**config.mk**
```make
export PLATFORM = sky130hd
export DESIGN_NAME = timed_keypress_sequencer_unit
export DESIGN_NICKNAME = d
export VERILOG_FILES = /design/src/hw/rtl/tks_pkg.sv /design/src/hw/rtl/timed_keypress_sequencer_unit.sv
export SDC_FILE = /design/constraint.sdc
export NUM_CORES = 1
export LEC_CHECK = 0
export BUFFER_PORTS_ARGS = -buffer_cell sky130_fd_sc_hd__buf_2
export CORE_MARGIN = 2
export CORE_UTILIZATION = 67
export CTS_CLUSTER_DIAMETER = 200
export DETAILED_ROUTE_END_ITERATION = 10
export PLACE_DENSITY = 0.91
export SYNTH_ARGS = -nofsm -noshare
export SYNTH_HDL_FRONTEND = slang
export SYNTH_SLANG_ARGS = --single-unit
```
**constraint.sdc**
```tcl
create_clock -name clock -period 14.5 [get_ports clock]
set_input_delay 2.9 -clock clock [delete_from_list [all_inputs] [get_ports clock]]
set_output_delay 2.9 -clock clock [all_outputs]
set_load 0.05 [all_outputs]
```
**src/hw/rtl/tks_pkg.sv**
```systemverilog
package tks_pkg;

   localparam int COUNT_BITS = 16;
   localparam logic [COUNT_BITS-1:0] COUNT_MAX = {COUNT_BITS{1'b1}};

   localparam int CSR_IDX_W  = 2;
   localparam int CSR_DATA_W = 16;

   localparam int SCALE_W = 10;
   localparam int HOLD_W  = 16;
   localparam int PRESS_W = 8;
   localparam int UNITS_W = 6;
   localparam int DELAY_W = UNITS_W + SCALE_W;

   localparam logic [SCALE_W-1:0] SCALE_RST = SCALE_W'(218);
   localparam logic [HOLD_W-1:0]  HOLD_RST  = HOLD_W'(5);
   localparam logic [PRESS_W-1:0] PRESS_RST = PRESS_W'(1);

   localparam logic [CSR_IDX_W-1:0] CSR_DELAY_SCALE = CSR_IDX_W'(0);
   localparam logic [CSR_IDX_W-1:0] CSR_HOLD_WAIT   = CSR_IDX_W'(1);
   localparam logic [CSR_IDX_W-1:0] CSR_PRESS_TICKS = CSR_IDX_W'(2);

   localparam int KEY_W    = 6;
   localparam int KEY_HOLD  = 0;
   localparam int KEY_TWO   = 1;
   localparam int KEY_FOUR  = 2;
   localparam int KEY_ZERO  = 3;
   localparam int KEY_ENTER = 4;
   localparam int KEY_HIT   = 5;

   localparam logic [2:0] ROUND_HIT  = 3'd3;
   localparam logic [2:0] ROUND_LAST = 3'd7;

   typedef enum logic [3:0] {
      PH_IDLE      = 4'd0,
      PH_DELAY     = 4'd1,
      PH_PREHOLD   = 4'd2,
      PH_HOLD_DN   = 4'd3,
      PH_TWO_GAP   = 4'd4,
      PH_TWO_DN    = 4'd5,
      PH_FOUR_GAP  = 4'd6,
      PH_FOUR_DN   = 4'd7,
      PH_ZERO_GAP  = 4'd8,
      PH_ZERO_DN   = 4'd9,
      PH_ENTER_GAP = 4'd10,
      PH_ENTER_DN  = 4'd11,
      PH_HIT_WAIT  = 4'd12,
      PH_HIT_DN    = 4'd13,
      PH_DONE      = 4'd14
   } phase_type;

   // clamp to the counter range
   function automatic logic [COUNT_BITS-1:0] sat_count(input logic [32:0] v);
      logic [COUNT_BITS-1:0] r;
      if (v > 33'(COUNT_MAX)) begin
         r = COUNT_MAX;
      end else begin
         r = v[COUNT_BITS-1:0];
      end
      return r;
   endfunction

endpackage

```
**src/hw/rtl/timed_keypress_sequencer_unit.sv**
```systemverilog
// channel | direction | ports                                   | handshake
// req     | in        | timer_tick, start_switch, delay_switches | req_valid / req_stall
// rsp     | out       | key_lines, phase, round_count, done_res  | rsp_valid / rsp_stall
// csr     | in        | index, data (write only)                | csr_valid / csr_ready
//
// One word per cycle while req_stall is low: the sequencer state updates in the cycle a word is taken,
// and its result lands in the output register at the same edge.
// rsp_valid rises in the cycle after a req word is accepted.
// req_stall follows rsp_stall only while the output register holds a word.
// reset (synchronous) returns to idle, clears counters and keys, reloads registers.
// csr_ready is always high; index 3 is ignored.
module timed_keypress_sequencer_unit
   import tks_pkg::*;
(
   input  logic                  clock,
   input  logic                  reset,
   input  logic                  req_valid,
   output logic                  req_stall,
   input  logic                  req_timer_tick,
   input  logic                  req_start_switch,
   input  logic [4:0]            req_delay_switches,
   output logic                  rsp_valid,
   input  logic                  rsp_stall,
   output logic [KEY_W-1:0]      rsp_key_lines,
   output logic [3:0]            rsp_phase,
   output logic [2:0]            rsp_round_count,
   output logic                  rsp_done_res,
   input  logic                  csr_valid,
   output logic                  csr_ready,
   input  logic [CSR_IDX_W-1:0]  csr_index,
   input  logic [CSR_DATA_W-1:0] csr_data
);

   logic [SCALE_W-1:0]    scale_ff;
   logic [HOLD_W-1:0]     hold_ff;
   logic [PRESS_W-1:0]    press_ff;

   phase_type             phase_ff, phase_in;
   logic [COUNT_BITS-1:0] cnt_ff, cnt_in;
   logic [COUNT_BITS-1:0] lim_ff, lim_in;
   logic [2:0]            rounds_ff, rounds_in;
   logic [KEY_W-1:0]      keys_ff, keys_in;

   logic                  rsp_valid_ff;
   logic [KEY_W-1:0]      rsp_keys_ff;
   logic [3:0]            rsp_phase_ff;
   logic [2:0]            rsp_rounds_ff;
   logic                  rsp_done_ff;

   logic                  accept;
   logic [UNITS_W-1:0]    units;
   logic [DELAY_W-1:0]    delay;
   logic [COUNT_BITS-1:0] delay_sat;
   logic [COUNT_BITS-1:0] hold_sat;
   logic [COUNT_BITS-1:0] press_sat;
   logic [COUNT_BITS-1:0] cnt_inc;
   logic [COUNT_BITS-1:0] cur_lim;
   logic [2:0]            round_nxt;

   assign req_stall = rsp_valid_ff & rsp_stall;
   assign accept    = req_valid & ~req_stall;
   assign csr_ready = 1'b1;

   // switch bits weigh 32..2, i.e. twice the switch value
   assign units     = {req_delay_switches, 1'b0};
   assign delay     = DELAY_W'(units) * DELAY_W'(scale_ff);
   assign delay_sat = sat_count(33'(delay));
   assign hold_sat  = sat_count(33'(hold_ff));
   assign press_sat = sat_count(33'(press_ff));
   assign cnt_inc   = sat_count(33'(cnt_ff) + 33'(req_timer_tick));
   assign cur_lim   = (phase_ff == PH_DELAY) ? delay_sat : lim_ff;
   assign round_nxt = rounds_ff + 3'd1;

   always_comb begin
      phase_in  = phase_ff;
      cnt_in    = cnt_ff;
      lim_in    = lim_ff;
      rounds_in = rounds_ff;
      keys_in   = keys_ff;
      if (phase_ff == PH_IDLE || phase_ff > PH_DONE) begin
         phase_in = PH_IDLE;
         if (req_start_switch) begin
            phase_in  = PH_DELAY;
            cnt_in    = '0;
            lim_in    = delay_sat;
            rounds_in = '0;
            keys_in   = '0;
         end
      end else if (!req_start_switch) begin
         phase_in = PH_IDLE;
         cnt_in   = '0;
         keys_in  = '0;
      end else begin
         cnt_in = cnt_inc;
         if (phase_ff == PH_DELAY) begin
            lim_in = delay_sat;
         end
         if (phase_ff != PH_DONE && cnt_inc > cur_lim) begin
            cnt_in = '0;
            lim_in = press_sat;
            case (phase_ff)
               PH_DELAY: begin
                  phase_in = PH_PREHOLD;
                  lim_in   = hold_sat;
               end
               PH_PREHOLD: begin
                  keys_in[KEY_HOLD] = 1'b1;
                  phase_in = PH_HOLD_DN;
               end
               PH_HOLD_DN: begin
                  keys_in[KEY_HOLD] = 1'b0;
                  phase_in = PH_TWO_GAP;
               end
               PH_TWO_GAP: begin
                  keys_in[KEY_TWO] = 1'b1;
                  phase_in = PH_TWO_DN;
               end
               PH_TWO_DN: begin
                  keys_in[KEY_TWO] = 1'b0;
                  phase_in = PH_FOUR_GAP;
               end
               PH_FOUR_GAP: begin
                  keys_in[KEY_FOUR] = 1'b1;
                  phase_in = PH_FOUR_DN;
               end
               PH_FOUR_DN: begin
                  keys_in[KEY_FOUR] = 1'b0;
                  phase_in = PH_ZERO_GAP;
               end
               PH_ZERO_GAP: begin
                  keys_in[KEY_ZERO] = 1'b1;
                  phase_in = PH_ZERO_DN;
               end
               PH_ZERO_DN: begin
                  keys_in[KEY_ZERO] = 1'b0;
                  phase_in = PH_ENTER_GAP;
               end
               PH_ENTER_GAP: begin
                  keys_in[KEY_ENTER] = 1'b1;
                  phase_in = PH_ENTER_DN;
               end
               PH_ENTER_DN: begin
                  keys_in[KEY_ENTER] = 1'b0;
                  rounds_in = round_nxt;
                  if (round_nxt == ROUND_HIT) begin
                     phase_in = PH_HIT_WAIT;
                  end else if (round_nxt == ROUND_LAST) begin
                     phase_in = PH_DONE;
                     lim_in   = '0;
                  end else begin
                     phase_in = PH_DELAY;
                     lim_in   = delay_sat;
                  end
               end
               PH_HIT_WAIT: begin
                  keys_in[KEY_HIT] = 1'b1;
                  phase_in = PH_HIT_DN;
               end
               PH_HIT_DN: begin
                  // straight into key 2 of the next round
                  keys_in[KEY_HIT] = 1'b0;
                  phase_in = PH_TWO_GAP;
               end
               default: begin
                  phase_in = phase_ff;
               end
            endcase
         end
      end
   end

   always_ff @(posedge clock) begin
      if (reset) begin
         scale_ff <= SCALE_RST;
         hold_ff  <= HOLD_RST;
         press_ff <= PRESS_RST;
      end else if (csr_valid && csr_ready) begin
         case (csr_index)
            CSR_DELAY_SCALE: scale_ff <= csr_data[SCALE_W-1:0];
            CSR_HOLD_WAIT:   hold_ff  <= csr_data[HOLD_W-1:0];
            CSR_PRESS_TICKS: press_ff <= csr_data[PRESS_W-1:0];
            default: begin
            end
         endcase
      end
   end

   always_ff @(posedge clock) begin
      if (reset) begin
         phase_ff     <= PH_IDLE;
         cnt_ff       <= '0;
         lim_ff       <= '0;
         rounds_ff    <= '0;
         keys_ff      <= '0;
         rsp_valid_ff <= 1'b0;
      end else begin
         if (accept) begin
            phase_ff  <= phase_in;
            cnt_ff    <= cnt_in;
            lim_ff    <= lim_in;
            rounds_ff <= rounds_in;
            keys_ff   <= keys_in;
         end
         if (accept) begin
            rsp_valid_ff <= 1'b1;
         end else if (!rsp_stall) begin
            rsp_valid_ff <= 1'b0;
         end
      end
   end

   always_ff @(posedge clock) begin
      if (accept) begin
         rsp_keys_ff   <= keys_in;
         rsp_phase_ff  <= phase_in;
         rsp_rounds_ff <= rounds_in;
         rsp_done_ff   <= (phase_in == PH_DONE);
      end
   end

   assign rsp_valid       = rsp_valid_ff;
   assign rsp_key_lines   = rsp_keys_ff;
   assign rsp_phase       = rsp_phase_ff;
   assign rsp_round_count = rsp_rounds_ff;
   assign rsp_done_res    = rsp_done_ff;

endmodule

```
==> results of run 1 <==
placed cells by master (no fill, tap or decap), types with 22 or more instances in the layout:
cell type,count
sky130_fd_sc_hd__nand2_1,102
sky130_fd_sc_hd__mux2i_1,24
sky130_fd_sc_hd__o21ai_0,35
sky130_fd_sc_hd__and2_1,42
sky130_fd_sc_hd__ha_1,43
sky130_fd_sc_hd__inv_1,46
sky130_fd_sc_hd__fa_1,24
sky130_fd_sc_hd__a21oi_1,63
sky130_fd_sc_hd__nand3_1,22
sky130_fd_sc_hd__nor2_1,82
sky130_fd_sc_hd__buf_2,45
sky130_fd_sc_hd__dfxtp_1,80
power breakdown:
group	switching (uW)	internal [uW]	leakage, uW
sequential	7.11	274	0.000791
combinational	167	96.5	0.00212
clock	99.7	74.5	0.0000959
critical path: stages:
cell and delay (ns):
sky130_fd_sc_hd__buf_2 0.15, sky130_fd_sc_hd__and2_1 0.19, sky130_fd_sc_hd__fa_1 0.51, sky130_fd_sc_hd__fa_1 0.54
sky130_fd_sc_hd__inv_1 0.05, sky130_fd_sc_hd__fa_1 0.53, sky130_fd_sc_hd__inv_1 0.04, sky130_fd_sc_hd__ha_1 0.35
sky130_fd_sc_hd__a21o_1 0.20, sky130_fd_sc_hd__a2111oi_1 0.59, sky130_fd_sc_hd__a21oi_1 0.23, sky130_fd_sc_hd__mux2i_1 0.19
sky130_fd_sc_hd__a21oi_1 0.21, sky130_fd_sc_hd__nor2_1 0.11, sky130_fd_sc_hd__ha_1 0.32, sky130_fd_sc_hd__nand4_2 0.13
sky130_fd_sc_hd__or4_4 0.56, sky130_fd_sc_hd__a21oi_2 0.21, sky130_fd_sc_hd__o31a_4 0.40, sky130_fd_sc_hd__nand2_2 0.19
sky130_fd_sc_hd__a221o_1 0.40, sky130_fd_sc_hd__a211oi_1 0.21
cell families (layout without fill, tap and decap cells):
family | Yosys count | in the layout
and+or+nand+nor | 317 | 317
AOI/OAI and AO/OA | 220 | 220
DFF | 94 | 94
buffers and inverters | 90 | 113
adders and majority gates | 67 | 67
muxes | 25 | 25
xor gates and xnor gates | 18 | 18
other | 1 | 1
state kept, by name, summed over array words and instances (netlist names):
| name | cells |
|---|---|
| rsp_valid | 1 |
| rsp_round_count | 3 |
| keys_ff | 6 |
| phase_ff | 4 |
| lim_ff | 16 |
| cnt_ff | 16 |
| press_ff | 8 |
| rsp_done_res | 1 |
| scale_ff | 10 |
| rsp_phase | 4 |
| rsp_key_lines | 6 |
| hold_ff | 16 |
| rounds_ff | 3 |
cell type report:
| type | instances | area, um^2 |
|---|---|---|
| tap | 133 | 166 |
| timing repair buffer | 50 | 263 |
| fill | 716 | 2580 |
| clock buffer | 11 | 153 |
| inverter | 47 | 176 |
| clock inverter | 5 | 38.8 |
| multi-input combinational | 648 | 4460 |
| sequential | 94 | 2020 |
final timing paths:
check / depth (start not counted) / slack, ns / from / endpoint
hold reg to reg: 2 / 0.46 / hold_ff[4] / hold_ff[4]
setup / recovery: 22 / 5.59 / req_delay_switches[4] / lim_ff[9]
setup reg to reg: 21 / 7.88 / scale_ff[3] / lim_ff[9]
hold / removal: 2 / 0.46 / hold_ff[4] / hold_ff[4]
layer usage:
metal	wire length, um	GRT usage
met5	0	0
met4	644	0.123
met1	7010	0.418
met3	1740	0.0524
met2	8360	0.544
per-stage QoR:
step / cell area [um^2] / util / hold WS (ns) / setup WS [ns]
after floorplan: 6850 / - / 0.428 / 5.92
after global routing: 7280 / 0.738 / 0.487 / 5.27
after CTS: 7280 / 0.738 / 0.462 / 5.64
after detailed placement: 7090 / 0.719 / 0.443 / 5.31
after global placement: 7090 / 0.719 / 0.442 / 5.49
final: 7280 / 0.738 / 0.463 / 5.59
==> impl_metrics.ini, run 1 <==
[synth]
synthesis.instances = 832
synth_xor_area_frac = 0.0230
synthAdderAreaFrac = 0.149
synthTopCellsByArea = sky130_fd_sc_hd__dfxtp_1 (23%), sky130_fd_sc_hd__ha_1 (7.9%), sky130_fd_sc_hd__fa_1 (7.0%)
postSynth.topFlopCell = sky130_fd_sc_hd__dfxtp_1
synth-edff-count = 14
synth-async-reset-ratio = 0
ys_seq_elements = 94
synth_top_cells_by_count = sky130_fd_sc_hd__nand2_1 (102), sky130_fd_sc_hd__nor2_1 (83), sky130_fd_sc_hd__dfxtp_1 (80)
seq_area_frac_synth = 0.295
synth_top_family_by_area = simple AND/OR/NAND/NOR gates
synth.most_common_cell = sky130_fd_sc_hd__nand2_1
post_synth_mux_area_share = 0.0367
synthDistinctLibCells = 77
post-synth-top-area-cell = sky130_fd_sc_hd__dfxtp_1
post_synth_and_or_nand_nor_area_fraction = 0.224
ys_warn_count = 0
syn_avg_cell_area_um2 = 8.24
mappedNetlistNets = 929
synth_top_area_frac = 0.234
synthesis.area_mm2 = 0.00685
synth_compound_area_frac = 0.217

[routing]
initialDrtViolationCount = 865
avgRoutedWirePerCell_um = 18.0
detail_route.first_pass.iterations = 6
routed_wl_um = 17800
ant_nets = 0
drt_via_density = 6.59
dr_total_vias = 6509
route.detailed.drc = 0

[timing]
timing.final.setup_violations = 0
max_freq_mhz = 112
layout_worst_path_cycle_share = 0.615
slew_viol_final = 0
final_period_minus_worst_setup_slack_ns = 8.91
slew_hr = 0.277
grt_setup_unrepaired = false
setup_total_negative_slack_ns = 0
tightestPinTransition_ns = 1.08
final_hold_viol_count = 0
final.setup_skew_ns = 0.0170

[worst_hold_path]
hold_path_class = reg -> reg

[clock_network]
numClockSinks = 94
cts.reportedPaths.clkPinSlew_ns = 0.10
quantity_of_gates_resized_following_cts = 0
post-cts-setup-buffers = 0
cts_hold_fix_bufs = 0
number_of_buffers_between_clock_root_and_the_deepest_sink = 2
clock-root-buffer = sky130_fd_sc_hd__clkbuf_8
tritoncts = done
clock_latency_ns = 0.38
number_of_buffers_inserted_during_clock_tree_synthesis = 9
cts-htree-levels = 3

[placement]
place.port_buffers = 45
numPlacedInstances = 972
hpwlAfterDp_um = 13000
finalWeightedCongestion = 0.934

[grt]
largest_net_degree_at_the_start_of_global_routing = 78
globalRoute.totalOverflow = 0
number_of_global_route_vias_before_repair = 6125
gr-usage-all-layers = 0.324
grt_pass1_wl_um = 29200
grt_antenna_before_repair = 0

[run_status]
outcome = complete, no violations

[critical_path]
timing.critical_path.from_type = primary input
worst_setup_path_category = in -> reg
timing.critical_path.to_type = flip-flop
path_max_fanout = 21
worst-endpoint-required_ns = 14.79
arrival_ns = 9.20

[final_layout]
final_cell_count_no_fill = 988
syn_to_final_growth_pct = 6.24
share_of_layout_cells_above_drive_strength_1 = 0.0982
antenna-diode-count = 0
finish.net_count = 947

[floorplan]
top_level_ports = 47
core_outline_area_mm2 = 0.00986
initial_standard_cell_utilization_of_the_core = 0.695
count_of_standard_cell_rows = 36
die-width_um = 105
die_footprint_mm2 = 0.0111
chipHeight_um = 105

[flow_run]
max_cap_viol = 0

[power_and_ir_drop]
power.density_cell_area_mw_per_mm2 = 98.8
power.ir.vdd_worst_mv = 0.0728
static_leak_uw = 0.00300
power_uw = 719
Note: power is estimated with default switching activity, not from simulation.
==> inputs of run 2 (changes only) <==
CORE_UTILIZATION = 62   (was 67)
PLACE_DENSITY = 0.85   (was 0.91)
clock period = 8.9 ns   (was 14.5 ns; I/O delays follow)
==> impl_metrics.ini, run 2 (synthesis gave the netlist of run 1 again) <==
[timing]
final.setup_skew_ns = 0.0202
final_period_minus_worst_setup_slack_ns = 7.84
grt_setup_unrepaired = false
max_freq_mhz = 128
final_hold_viol_count = 0
slew_hr = 0.305
worst_slack_ns = 1.06
layout_worst_path_cycle_share = 0.881
slew_viol_final = 0
tightestPinTransition_ns = 1.04
hold-worst-slack_ns = 0.469
setup_total_negative_slack_ns = 0
timing.final.setup_violations = 0

[grt]
gr-usage-all-layers = 0.305
largest_net_degree_at_the_start_of_global_routing = 78
number_of_global_route_vias_before_repair = 6031
globalRoute.totalOverflow = 0
grt_antenna_before_repair = 0
grt_pass1_wl_um = 28400

[routing]
route.detailed.drc = 0
drt_via_density = 6.38
detail_route.first_pass.iterations = 5
ant_nets = 0
dr_total_vias = 6351
initialDrtViolationCount = 483
routed_wl_um = 17500
avgRoutedWirePerCell_um = 17.6

[critical_path]
path_max_fanout = 21
worst_setup_path_category = in -> reg
reg2reg_slack_ns = 2.22
timing.critical_path.slowest_cell_delay_ns = 0.63
timing.critical_path.from_type = primary input
critical_path_buf_inv_count = 3
critical_path_cell_count = 22
worstSetupStartpoint = req_delay_switches[4]
timing.critical_path.slowest_stage_cell = sky130_fd_sc_hd__a2111oi_1
critical_path.reg2reg.startpoint = scale_ff[2]
largest_delay_share_family_worst_path = adder cells
r2r_cells = 21
timing.critical_path.to_type = flip-flop
worst-endpoint-required_ns = 9.03
worstReg2RegEnd = rsp_key_lines[0]
crit_end = rsp_key_lines[0]
crit_path_cell_trace = buf_2 -> and2_1 -> fa_1 -> fa_1 -> inv_1 -> fa_1 -> inv_1 -> ha_1 -> a21o_1 -> a2111oi_1 -> a21oi_1 -> mux2i_1 -> a21oi_1 -> nor2_1 -> ha_1 -> nand4_2 -> or4_4 -> a21oi_2 -> o31a_4 -> nand4_1 -> a21oi_1 -> o22ai_1
arrival_ns = 7.96

[power_and_ir_drop]
power.density_cell_area_mw_per_mm2 = 160
share_seq_of_total_power = 0.394
combinationalPowerShare = 0.371
power_uw = 1160
power.ir.vdd_worst_mv = 0.124
swShare = 0.389
total_switching_power_uw = 452
intPower_uw = 709
p_clk_frac = 0.235
static_leak_uw = 0.00300

[placement]
numPlacedInstances = 979
finalWeightedCongestion = 0.964
post-place-ws_ns = 0.781
hpwlAfterDp_um = 13000
place.port_buffers = 45

[final_layout]
multi_input_area_mm2 = 0.00446
layout.area.seq_mm2 = 0.00202
layout_commonest_cell = sky130_fd_sc_hd__nand2_1
final_cell_count_no_fill = 995
num-fill-cells = 879
share_of_layout_cells_above_drive_strength_1 = 0.0994
syn_to_final_growth_pct = 6.17
final_cell_mix = sky130_fd_sc_hd__nand2_1 (102), sky130_fd_sc_hd__nor2_1 (82), sky130_fd_sc_hd__dfxtp_1 (80)
biggest_registers_after_layout = cnt_ff x16, hold_ff x16, lim_ff x16
antenna-diode-count = 0
finish.net_count = 947

[clock_network]
cts-htree-levels = 3
clock_latency_ns = 0.40
post-cts-setup-buffers = 0
number_of_buffers_between_clock_root_and_the_deepest_sink = 2
quantity_of_gates_resized_following_cts = 0
number_of_buffers_inserted_during_clock_tree_synthesis = 9
numClockSinks = 94
clock-root-buffer = sky130_fd_sc_hd__clkbuf_8
cts.reportedPaths.clkPinSlew_ns = 0.10
tritoncts = done
cts_hold_fix_bufs = 0

[run_status]
outcome = complete, no violations

[floorplan]
top_level_ports = 47
die_footprint_mm2 = 0.0119
die-width_um = 109
count_of_standard_cell_rows = 38
core_outline_area_mm2 = 0.0108
initial_standard_cell_utilization_of_the_core = 0.635
chipHeight_um = 109

[worst_hold_path]
hold_path_class = reg -> reg

[flow_run]
max_cap_viol = 0
==> run 2: final cells by class <==
cell class | instances | share of cell area
clock buffers | 9 | 0.0170
well taps | 140 | 0.0241
flip-flops and latches | 94 | 0.278
inverters | 47 | 0.0242
multi-input cells | 648 | 0.613
clock inverters | 7 | 0.00739
repair buffers | 50 | 0.0361
==> run 2: how the worst min path moves through the flow <==
stage | cells after the start | to | start | slack [ns]
2_1_floorplan | 2 | lim_ff[14] | lim_ff[14] | 0.43
3_3_place_gp | 2 | lim_ff[0] | lim_ff[0] | 0.44
3_5_place_dp | 2 | lim_ff[0] | lim_ff[0] | 0.45
4_1_cts | 2 | lim_ff[0] | lim_ff[0] | 0.47
5_1_grt | 2 | cnt_ff[0] | cnt_ff[0] | 0.48
6_report | 2 | cnt_ff[0] | cnt_ff[0] | 0.47
==> run 2: metrics by stage <==
stage | utilization | cell area (um^2)
floorplan | - | 6850
global placement | 0.658 | 7100
detailed placement | 0.658 | 7100
CTS | 0.674 | 7280
global route | 0.674 | 7280
finish | 0.674 | 7280
==> run 2: power groups by stage <==
stage	logic, uW	clock network [uW]	registers [uW]
floorplan	318	0	475
global placement	404	0	466
detailed placement	419	0	467
CTS	423	275	457
global route	475	293	460
finish	430	273	458
==> run 2: worst reg2reg max path, cell delays in order, from the launching register on <==
cell and delay, ns:
sky130_fd_sc_hd__dfxtp_1 0.38, sky130_fd_sc_hd__and2_1 0.18, sky130_fd_sc_hd__fa_1 0.51, sky130_fd_sc_hd__fa_1 0.55, sky130_fd_sc_hd__inv_1 0.06, sky130_fd_sc_hd__fa_1 0.54
sky130_fd_sc_hd__inv_1 0.04, sky130_fd_sc_hd__ha_1 0.37, sky130_fd_sc_hd__a21o_1 0.21, sky130_fd_sc_hd__a2111oi_1 0.63, sky130_fd_sc_hd__a21oi_1 0.23, sky130_fd_sc_hd__mux2i_1 0.20
sky130_fd_sc_hd__a21oi_1 0.20, sky130_fd_sc_hd__nor2_1 0.10, sky130_fd_sc_hd__ha_1 0.32, sky130_fd_sc_hd__nand4_2 0.13, sky130_fd_sc_hd__or4_4 0.56, sky130_fd_sc_hd__a21oi_2 0.21
sky130_fd_sc_hd__o31a_4 0.40, sky130_fd_sc_hd__nand4_1 0.26, sky130_fd_sc_hd__a21oi_1 0.26, sky130_fd_sc_hd__o22ai_1 0.10
==> run 2: routing by layer <==
| metal | track usage | share of wire |
|---|---|---|
| met5 | 0 | 0 |
| met4 | 0.127 | 0.033 |
| met3 | 0.0502 | 0.070 |
| met2 | 0.516 | 0.47 |
| met1 | 0.384 | 0.42 |
==> inputs of run 3 (changes only) <==
CORE_UTILIZATION = 67   (was 62)
CTS_CLUSTER_DIAMETER = 100   (was 200)
PLACE_DENSITY = 0.91   (was 0.85)
clock period = 9.41 ns   (was 8.9 ns; I/O delays follow)
==> impl_metrics.ini, run 3 (synthesis gave the netlist of run 1 again) <==
[clock_network]
clock_latency_ns = 0.37
numClockSinks = 94
quantity_of_gates_resized_following_cts = 0
tritoncts = done
clock-root-buffer = sky130_fd_sc_hd__clkbuf_8
post-cts-setup-buffers = 0
cts_hold_fix_bufs = 0
number_of_buffers_between_clock_root_and_the_deepest_sink = 2
cts.reportedPaths.clkPinSlew_ns = 0.10
number_of_buffers_inserted_during_clock_tree_synthesis = 9
cts-htree-levels = 3

[worst_hold_path]
hold_path_class = reg -> reg

[routing]
met1Wirelength_um = 7260
routed_wl_um = 18000
avgRoutedWirePerCell_um = 18.2
dr_total_vias = 6549
route.detailed.drc = 0
drt_via_density = 6.63
ant_nets = 0
initialDrtViolationCount = 813
detail_route.first_pass.iterations = 7
routed.top_layer = met4
met2RoutedLength_um = 8480
dr_wl_met3_um = 1610

[critical_path]
worst-endpoint-required_ns = 9.53
worst_setup_path_category = in -> reg
timing.critical_path.from_type = primary input
timing.critical_path.slowest_stage_cell = sky130_fd_sc_hd__a2111oi_1
timing.critical_path.slowest_cell_delay_ns = 0.59
crit_path_cell_trace = buf_2 -> and2_1 -> fa_1 -> fa_1 -> inv_1 -> fa_1 -> inv_1 -> ha_1 -> a21o_1 -> a2111oi_1 -> a21oi_1 -> mux2i_1 -> a21oi_1 -> nor2_1 -> ha_1 -> nand4_2 -> or4_4 -> a21oi_2 -> o31ai_4 -> nor3_1 -> o21ai_0 -> a22o_1
timing.critical_path.to_type = flip-flop
critical_path_buf_inv_count = 3
largest_delay_share_family_worst_path = adder cells
cp_common_cell = sky130_fd_sc_hd__fa_1
arrival_ns = 8.01
path_max_fanout = 16

[timing]
final.setup_skew_ns = 0.0113
timing.final.setup_violations = 0
layout_worst_path_cycle_share = 0.839
slew_viol_final = 0
tightestPinTransition_ns = 1.07
final_period_minus_worst_setup_slack_ns = 7.89
setup_total_negative_slack_ns = 0
max_freq_mhz = 127
final_hold_viol_count = 0
slew_hr = 0.281
grt_setup_unrepaired = false

[flow_run]
max_cap_viol = 0

[final_layout]
share_of_layout_cells_above_drive_strength_1 = 0.0982
finish.net_count = 947
biggest_registers_after_layout = cnt_ff x16, hold_ff x16, lim_ff x16
antenna-diode-count = 0
num-fill-cells = 733
syn_to_final_growth_pct = 6.24
final_cell_mix = sky130_fd_sc_hd__nand2_1 (102), sky130_fd_sc_hd__nor2_1 (82), sky130_fd_sc_hd__dfxtp_1 (80)
final_cell_count_no_fill = 988
layout_commonest_cell = sky130_fd_sc_hd__nand2_1

[grt]
largest_net_degree_at_the_start_of_global_routing = 78
number_of_global_route_vias_before_repair = 6234
gr-usage-all-layers = 0.330
grt_pass1_wl_um = 29700
grt_antenna_before_repair = 0
globalRoute.totalOverflow = 0

[placement]
finalWeightedCongestion = 0.934
place.port_buffers = 45
hpwlAfterDp_um = 13100
numPlacedInstances = 972

[run_status]
outcome = complete, no violations

[floorplan]
die_footprint_mm2 = 0.0111
die-width_um = 105
initial_standard_cell_utilization_of_the_core = 0.695
chipHeight_um = 105
core_outline_area_mm2 = 0.00986
top_level_ports = 47
count_of_standard_cell_rows = 36

[power_and_ir_drop]
power.ir.vdd_worst_mv = 0.115
power_uw = 1110
static_leak_uw = 0.00300
power.density_cell_area_mw_per_mm2 = 152
-- run 3: cell types whose count changed in the layout (fill, tap and decap cells not counted), sizes merged --
cell / change
inv: -2
clkbuf: +2
-- run 3: area by class of cell --
| class | instances | area, um^2 | share of cell area |
|---|---|---|---|
| inverters | 47 | 176 | 0.0242 |
| multi-input cells | 648 | 4460 | 0.613 |
| repair buffers | 50 | 263 | 0.0361 |
| clock buffers | 11 | 153 | 0.0210 |
| well taps | 133 | 166 | 0.0229 |
| clock inverters | 5 | 38.8 | 0.00533 |
| flip-flops and latches | 94 | 2020 | 0.278 |
-- run 3: worst paths after layout --
check / start / slack (ns) / cells after the start / endpoint
worst max-delay path: req_delay_switches[4] / 1.52 / 22 / rsp_key_lines[3]
worst min-delay path: hold_ff[4] / 0.46 / 2 / hold_ff[4]
worst max register to register: scale_ff[3] / 2.81 / 21 / rsp_key_lines[3]
worst min register to register: hold_ff[4] / 0.46 / 2 / hold_ff[4]
-- run 3: where the power goes --
group / internal (uW) / leakage (uW) / switching [uW]
Combinational: 149 / 0.00212 / 261
Clock: 114 / 0.0000955 / 152
Sequential: 423 / 0.000791 / 11.1
Total: 686 / 0.00300 / 424
-- run 3: stage by stage --
stage	setup WS (ns)	hold WS (ns)	instance area, um^2	util
2_1_floorplan	1.85	0.428	6850	-
3_3_place_gp	1.42	0.442	7090	0.719
3_5_place_dp	1.25	0.443	7090	0.719
4_1_cts	1.61	0.463	7280	0.738
5_1_grt	1.22	0.476	7280	0.738
6_report	1.52	0.464	7280	0.738
-- run 3: worst register-to-register path, stage by stage, from the launching register on --
cell,delay [ns]
sky130_fd_sc_hd__dfxtp_1,0.43
sky130_fd_sc_hd__and2_1,0.18
sky130_fd_sc_hd__fa_1,0.45
sky130_fd_sc_hd__fa_1,0.54
sky130_fd_sc_hd__inv_1,0.05
sky130_fd_sc_hd__fa_1,0.53
sky130_fd_sc_hd__inv_1,0.04
sky130_fd_sc_hd__ha_1,0.35
sky130_fd_sc_hd__a21o_1,0.20
sky130_fd_sc_hd__a2111oi_1,0.59
sky130_fd_sc_hd__a21oi_1,0.22
sky130_fd_sc_hd__mux2i_1,0.20
sky130_fd_sc_hd__a21oi_1,0.21
sky130_fd_sc_hd__nor2_1,0.11
sky130_fd_sc_hd__ha_1,0.32
sky130_fd_sc_hd__nand4_2,0.13
sky130_fd_sc_hd__or4_4,0.56
sky130_fd_sc_hd__a21oi_2,0.21
sky130_fd_sc_hd__o31ai_4,0.22
sky130_fd_sc_hd__nor3_1,0.44
sky130_fd_sc_hd__o21ai_0,0.16
sky130_fd_sc_hd__a22o_1,0.21
-- run 3: per-layer routing --
metal | global-route usage | vias up
met5 | 0 | -
li1 | - | 2988
met2 | 0.555 | 405
met1 | 0.422 | 3078
met3 | 0.0524 | 78
met4 | 0.133 | 0
